<file path="config.mk">
export PLATFORM = sky130hd
export DESIGN_NAME = dtbe_blend
export DESIGN_NICKNAME = d
export VERILOG_FILES = /design/src/design/dtbe_pkg.sv /design/src/design/dtbe_blend.sv
export VERILOG_INCLUDE_DIRS = /design/src /design/src/design
export SDC_FILE = /design/constraint.sdc
export NUM_CORES = 2
export LEC_CHECK = 0
export BUFFER_PORTS_ARGS = -buffer_cell sky130_fd_sc_hd__buf_4
export CAP_MARGIN = 20
export CORE_ASPECT_RATIO = 2
export CORE_MARGIN = 4
export CORE_UTILIZATION = 66
export DETAILED_ROUTE_END_ITERATION = 16
export PLACE_DENSITY = 0.84
export SYNTH_ARGS = -nofsm -noshare
export SYNTH_HDL_FRONTEND = slang
export SYNTH_SLANG_ARGS = --single-unit
</file>
<file path="constraint.sdc">
create_clock -name clk -period 9.15 [get_ports clk]
set_input_delay 0.915 -clock clk [delete_from_list [all_inputs] [get_ports clk]]
set_output_delay 0.915 -clock clk [all_outputs]
set_load 0.02 [all_outputs]
</file>
<file path="src/design/dem_tile_bilinear_elevation_macros.svh">
`ifndef DEM_TILE_BILINEAR_ELEVATION_MACROS_SVH
`define DEM_TILE_BILINEAR_ELEVATION_MACROS_SVH

// Check a property on every clock edge outside reset.
`define DTBE_ASSERT(label, prop, msg) \
  label: assert property (@(posedge clk) disable iff (rst) (prop)) else $error(msg);

// Check that a condition implies a consequence on the same edge.
`define DTBE_ASSERT_IMP(label, ante, cons, msg) \
  label: assert property (@(posedge clk) disable iff (rst) (ante) |-> (cons)) else $error(msg);

`endif

</file>
<file path="src/design/dtbe_pkg.sv">
package dtbe_pkg;

  localparam int TILE_SIDE  = 1201;
  localparam int IDX_W      = 21;
  localparam int SAMPLE_W   = 16;
  localparam int FRAC_W     = 20;
  localparam int WFRAC_W    = 12;
  localparam int HEIGHT_W   = 20;

  localparam int COORD_W    = $clog2(TILE_SIDE);
  localparam int HALF_SIDE  = (TILE_SIDE + 1) / 2;
  localparam int BANK_DEPTH = HALF_SIDE * HALF_SIDE;
  localparam int BANK_AW    = $clog2(BANK_DEPTH);
  localparam int NUM_BANKS  = 4;
  localparam longint TILE_CELLS = longint'(TILE_SIDE) * longint'(TILE_SIDE);

  localparam int RECIP_SHIFT = IDX_W + COORD_W;
  localparam int RECIP_W     = IDX_W + 1;
  localparam int PROD_W      = RECIP_SHIFT + COORD_W;
  localparam logic [RECIP_W-1:0] RECIP =
    RECIP_W'(((longint'(1) << RECIP_SHIFT) + longint'(TILE_SIDE) - 1) / longint'(TILE_SIDE));

  localparam int POS_W    = FRAC_W + COORD_W;
  localparam int WEIGHT_W = 2 * WFRAC_W + 1;
  localparam int MAC_W    = SAMPLE_W + WEIGHT_W + 1;

  localparam logic [SAMPLE_W-1:0] VOID_SAMPLE = {1'b1, {(SAMPLE_W-1){1'b0}}};
  localparam logic [MAC_W-1:0]    ROUND_BIAS  = MAC_W'(1) << (FRAC_W - 1);

  localparam int LATENCY = 8;

  typedef enum logic {
    MODE_LOAD  = 1'b0,
    MODE_QUERY = 1'b1
  } mode_e;

  typedef struct packed {
    mode_e                      mode;
    logic [IDX_W-1:0]           sample_index;
    logic signed [SAMPLE_W-1:0] sample_value;
    logic [FRAC_W-1:0]          lat_fraction;
    logic [FRAC_W-1:0]          lon_fraction;
  } item_t;

  typedef struct packed {
    logic signed [HEIGHT_W-1:0] height_q4;
    logic                       void_found;
  } result_t;

  typedef struct packed {
    logic [NUM_BANKS-1:0]              wr_en;
    logic [NUM_BANKS-1:0][BANK_AW-1:0] addr;
    logic [SAMPLE_W-1:0]               wdata;
  } mem_req_t;

  typedef struct packed {
    logic                               valid;
    logic                               row_odd;
    logic                               col_odd;
    logic [NUM_BANKS-1:0][WEIGHT_W-1:0] weight;
  } blend_ctl_t;

  typedef logic [NUM_BANKS-1:0][SAMPLE_W-1:0] bank_data_t;

  function automatic logic [1:0] bank_of(input logic row_odd, input logic col_odd);
    return {row_odd, col_odd};
  endfunction

endpackage

</file>
<file path="src/design/dtbe_blend.sv">
`include "dem_tile_bilinear_elevation_macros.svh"

module dtbe_blend (
  input  logic                  clk,
  input  logic                  rst,
  input  dtbe_pkg::bank_data_t  rdata,
  input  dtbe_pkg::blend_ctl_t  ctl,
  output logic                  done,
  output dtbe_pkg::result_t     result
);

  localparam int MW = dtbe_pkg::MAC_W;

  dtbe_pkg::blend_ctl_t                ctl_q;
  logic signed [dtbe_pkg::SAMPLE_W-1:0] samp [dtbe_pkg::NUM_BANKS];
  logic                                void_any;

  logic                                b2_valid;
  logic                                b2_void;
  logic signed [MW-1:0]                b2_prod [dtbe_pkg::NUM_BANKS];

  logic                                b3_valid;
  logic                                b3_void;
  logic signed [MW-1:0]                b3_s01;
  logic signed [MW-1:0]                b3_s23;

  logic [MW-1:0]                       total;

  always_ff @(posedge clk) begin
    if (rst) begin
      ctl_q.valid <= 1'b0;
    end else begin
      ctl_q.valid <= ctl.valid;
    end
    ctl_q.row_odd <= ctl.row_odd;
    ctl_q.col_odd <= ctl.col_odd;
    ctl_q.weight  <= ctl.weight;
  end

  always_comb begin
    samp[0]  = rdata[dtbe_pkg::bank_of(!ctl_q.row_odd, ctl_q.col_odd)];
    samp[1]  = rdata[dtbe_pkg::bank_of(!ctl_q.row_odd, !ctl_q.col_odd)];
    samp[2]  = rdata[dtbe_pkg::bank_of(ctl_q.row_odd, ctl_q.col_odd)];
    samp[3]  = rdata[dtbe_pkg::bank_of(ctl_q.row_odd, !ctl_q.col_odd)];
    void_any = 1'b0;
    for (int k = 0; k < dtbe_pkg::NUM_BANKS; k++) begin
      void_any = void_any || (samp[k] == dtbe_pkg::VOID_SAMPLE);
    end
  end

  always_ff @(posedge clk) begin
    if (rst) begin
      b2_valid <= 1'b0;
    end else begin
      b2_valid <= ctl_q.valid;
    end
    b2_void <= void_any;
    for (int k = 0; k < dtbe_pkg::NUM_BANKS; k++) begin
      b2_prod[k] <= MW'(samp[k]) * $signed(MW'(ctl_q.weight[k]));
    end
  end

  always_ff @(posedge clk) begin
    if (rst) begin
      b3_valid <= 1'b0;
    end else begin
      b3_valid <= b2_valid;
    end
    b3_void <= b2_void;
    b3_s01  <= b2_prod[0] + b2_prod[1];
    b3_s23  <= b2_prod[2] + b2_prod[3];
  end

  assign total = MW'(b3_s01 + b3_s23 + dtbe_pkg::ROUND_BIAS);

  always_ff @(posedge clk) begin
    if (rst) begin
      done <= 1'b0;
    end else begin
      done <= b3_valid;
    end
    result.height_q4  <= b3_void ? '0 : total[dtbe_pkg::FRAC_W +: dtbe_pkg::HEIGHT_W];
    result.void_found <= b3_void;
  end

  `DTBE_ASSERT_IMP(a_blend_depth, done, $past(ctl.valid, 4), "result beat without query read")

endmodule
</file>
==> reports/summary.txt <==
Max-Cap Viols -> 0
worst flop-to-flop path startpoint -> ctl_q[100]
Post-Synth XOR/XNOR Area -> 3.01%
fin crit period -> 8.32 ns
relative slew slack -> 30.7%
Worst path slowest cell -> mux4_2
antenna viol nets, final -> 0
post-CTS sizing -> 0
1st-pass router iterations -> 8
async set-reset flop share out of synthesis -> 0%
first-pass GRT wire length -> 298 mm
Root Buffer -> clkbuf_16
Mapped Area -> 0.0667 sq mm
pins over their slew limit -> 0
H-Tree Depth -> 2
Initial Utilization -> 66.6%
nets -> 9,432
Crit Path Max Fanout -> 30
Final TNS setup -> 0 ns
met3 wire length -> 16.1 mm
detailed-route via count -> 51,900
Critical Path AT -> 8.89 ns
Row Count -> 164
Area Overhead vs Synth -> 5.56%
vias in the first global route -> 58,200
Met2 Wirelength -> 97.7 mm
Buffers on Ports -> 190
Synth cell types -> 83
gate family responsible for the most delay along the worst path -> adder cells
FF+latch count, synth -> 369
CP max stage delay -> 0.86 ns
syn nets -> 9,437
CTS Buf Count -> 40
sequential area share after synthesis -> 11.1%
final wirelength -> 190 mm
worst clock skew -> 0.0382 ns
RSZ-0062 raised after global routing -> false
fmax -> 120 MHz
drt wl/cell -> 21.9 um
CP Capture Type -> flop
Synth Flop Type -> dfxtp_1
DRT iter0 DRCs -> 3,504
Post-synth EDFFs -> 0
Setup Buffers After CTS -> 0
syn_area_per_cell -> 9.11 sq um
Final Hold Vio Count -> 0
# placed instances -> 8,597
top-area cell type share of the netlist area -> 38.5%
Die Area -> 0.106 sq mm
commonest cells after routing, fill and taps aside -> inv_1 (1,652), fa_1 (1,282), nand2_1 (978), ha_1 (669), and2_1 (642)
Die H -> 457 um
area leader, netlist -> fa_1
clock-pin slew on the worst setup and hold paths -> 0.07 ns
DR DRC count -> 0
Core ar. -> 0.100 sq mm
worst-case clock buffer depth -> 3
outcome -> completed
Buf+Inv Stages, Crit Path -> 4
critical path cell sequence -> buf_4 > buf_4 > mux4_2 > and2_1 > fa_1 > fa_1 > fa_1 > fa_1 > fa_1 > inv_1 > fa_1 > inv_1 > ha_1 > a21o_1 > a211oi_1 > o21ai_1 > and3_1 > a2111oi_0 > o21ai_2 > a21o_1 > a41oi_1 > nor2b_1 > xnor2_1
simple logic cell fraction of the synthesized area -> 15.4%
initial antenna violation count -> 21
hold buffer count at CTS -> 0
largest net degree at the start of global routing -> 45
Worst Setup SP -> ctl_q[100]
multiplexer share of the synthesized area -> 2.14%
Yosys warning count -> 0
largest family of logic cells by synthesized area -> adder cells
Hold WS -> 0.328 ns
most used cell, CP -> fa_1
worst-skew pair later-pin latency -> 0.64 ns
critical path class -> flop to flop
I/O pin total -> 191
Die Wd -> 233 um
Worst Min Path Start -> b2_void
Hold WC Path Type -> flop to flop
max layer used -> met5
DR vias/cell -> 5.98
total track usage -> 36.3%
Synth area leaders -> fa_1 (38%), ha_1 (13%), dfxtp_1 (11%), inv_1 (9.3%), and2_1 (6.0%)
Synth Area in Compound Gates -> 6.54%
HPWL Detailed -> 156 mm
Slew @ Worst Pin -> 1.04 ns
CTS sink count -> 369
WL met1 -> 57.8 mm
Layout Cells excl Fill -> 8,685
CTS tree -> built
Final setup viols -> 0
routability cong. -> 0.991
most common cell after layout, fill and taps aside -> inv_1
r2r setup slk -> 0.83 ns
layout cells sized above 1 -> 5.69%
total gr overflow -> 0
Synth Instances -> 7,317
adder and majority gate portion of the synthesized area -> 51.0%
Crit path required time -> 9.72 ns
Worst setup SP type -> flop
Final period util -> 91.0%
flip-flops by register name, indices dropped and copies added, names as in the netlist:
| signal | count |
|---|---|
| b2_prod | 160 |
| b2_void | 1 |
| done | 1 |
| result | 21 |
| b3_void | 1 |
| ctl_q | 103 |
| b3_s23 | 40 |
| b3_valid | 1 |
| b3_s01 | 40 |
| b2_valid | 1 |
layer usage:
layer	up-vias	GRT usage (%)
met5	-	0
met4	14	28.1
met3	1193	7.65
met2	2849	64.9
met1	25700	36.2
li1	22100	-
worst reg2reg max path, stage by stage (launching register included):
cell and delay [ns]:
dfxtp_4 0.66, buf_4 0.37, buf_4 0.27, mux4_2 0.86, and2_1 0.35, fa_1 0.52, fa_1 0.45, fa_1 0.57
fa_1 0.44, fa_1 0.48, inv_1 0.05, fa_1 0.52, inv_1 0.06, ha_1 0.37, a21o_1 0.22, a211oi_1 0.31
o21ai_1 0.14, and3_1 0.19, a2111oi_0 0.46, o21ai_2 0.13, a21o_1 0.22, a41oi_1 0.29, nor2b_1 0.21, xnor2_1 0.12
worst paths after layout:
| check | end | cells after the start |
|---|---|---|
| setup / recovery | b2_prod[0][36] | 23 |
| hold / removal | b3_void | 0 |
| setup reg to reg | b2_prod[0][36] | 23 |
| hold reg to reg | b3_void | 0 |
synth_stat cells (4+ instances only):
library cell  instances
a2111oi_0             7
a211o_1               5
a211oi_1             22
a21boi_0             10
a21boi_1              6
a21o_1              117
a21oi_1             199
a221oi_1              5
a22oi_1               4
a31oi_1              21
and2_1              642
and3_1               24
buf_1                19
buf_2                 7
clkbuf_1            234
dfxtp_1             369
fa_1               1282
ha_1                669
inv_1              1652
mux4_2               60
nand2_1             978
nand2b_1             29
nand3_1              48
nand4_1              25
nor2_1              211
nor2b_1              29
nor3_1               52
nor4_1               19
o211ai_1             11
o21a_1               33
o21ai_0              70
o21ai_1              36
o21bai_1             32
o22ai_1               5
o31a_1                4
o31ai_1              18
or2_2                47
or3_1                10
xnor2_1             161
xor2_1               68
stage by stage:
| step | setup slack, ns | utilization, % | cell area [sq um] |
|---|---|---|---|
| after floorplan | 1.81 | - | 66700 |
| after global placement | 1.05 | 68.9 | 69000 |
| after detailed placement | 0.943 | 68.9 | 69000 |
| after CTS | 0.888 | 70.2 | 70300 |
| after global routing | 0.459 | 70.3 | 70300 |
| final | 0.826 | 70.3 | 70400 |
area by class of cell:
| cell class | count | area (sq um) |
|---|---|---|
| Multi-Input combinational cell | 5034 | 52100 |
| Fill cell | 7579 | 29800 |
| Sequential cell | 369 | 7390 |
| Inverter | 1654 | 6210 |
| Tap cell | 1328 | 1660 |
| Timing Repair Buffer | 213 | 1620 |
| Clock buffer | 48 | 1070 |
| Clock inverter | 24 | 280 |
| Antenna cell | 15 | 37.5 |
cell families (layout without fill, tap and decap cells):
group                      count (synthesis)  count (layout)
and+or+nand+nor                         2130            2130
adders and majority gates               1951            1951
buffers and inverters                   1914            1939
AOI/OAI and AO/OA                        657             657
DFF                                      369             369
xor gates and xnor gates                 229             229
muxes                                     67              67
other                                      0              15
Power is not shown: default switching activity piles up to over one toggle a cycle in this logic, so the estimate is an artifact.
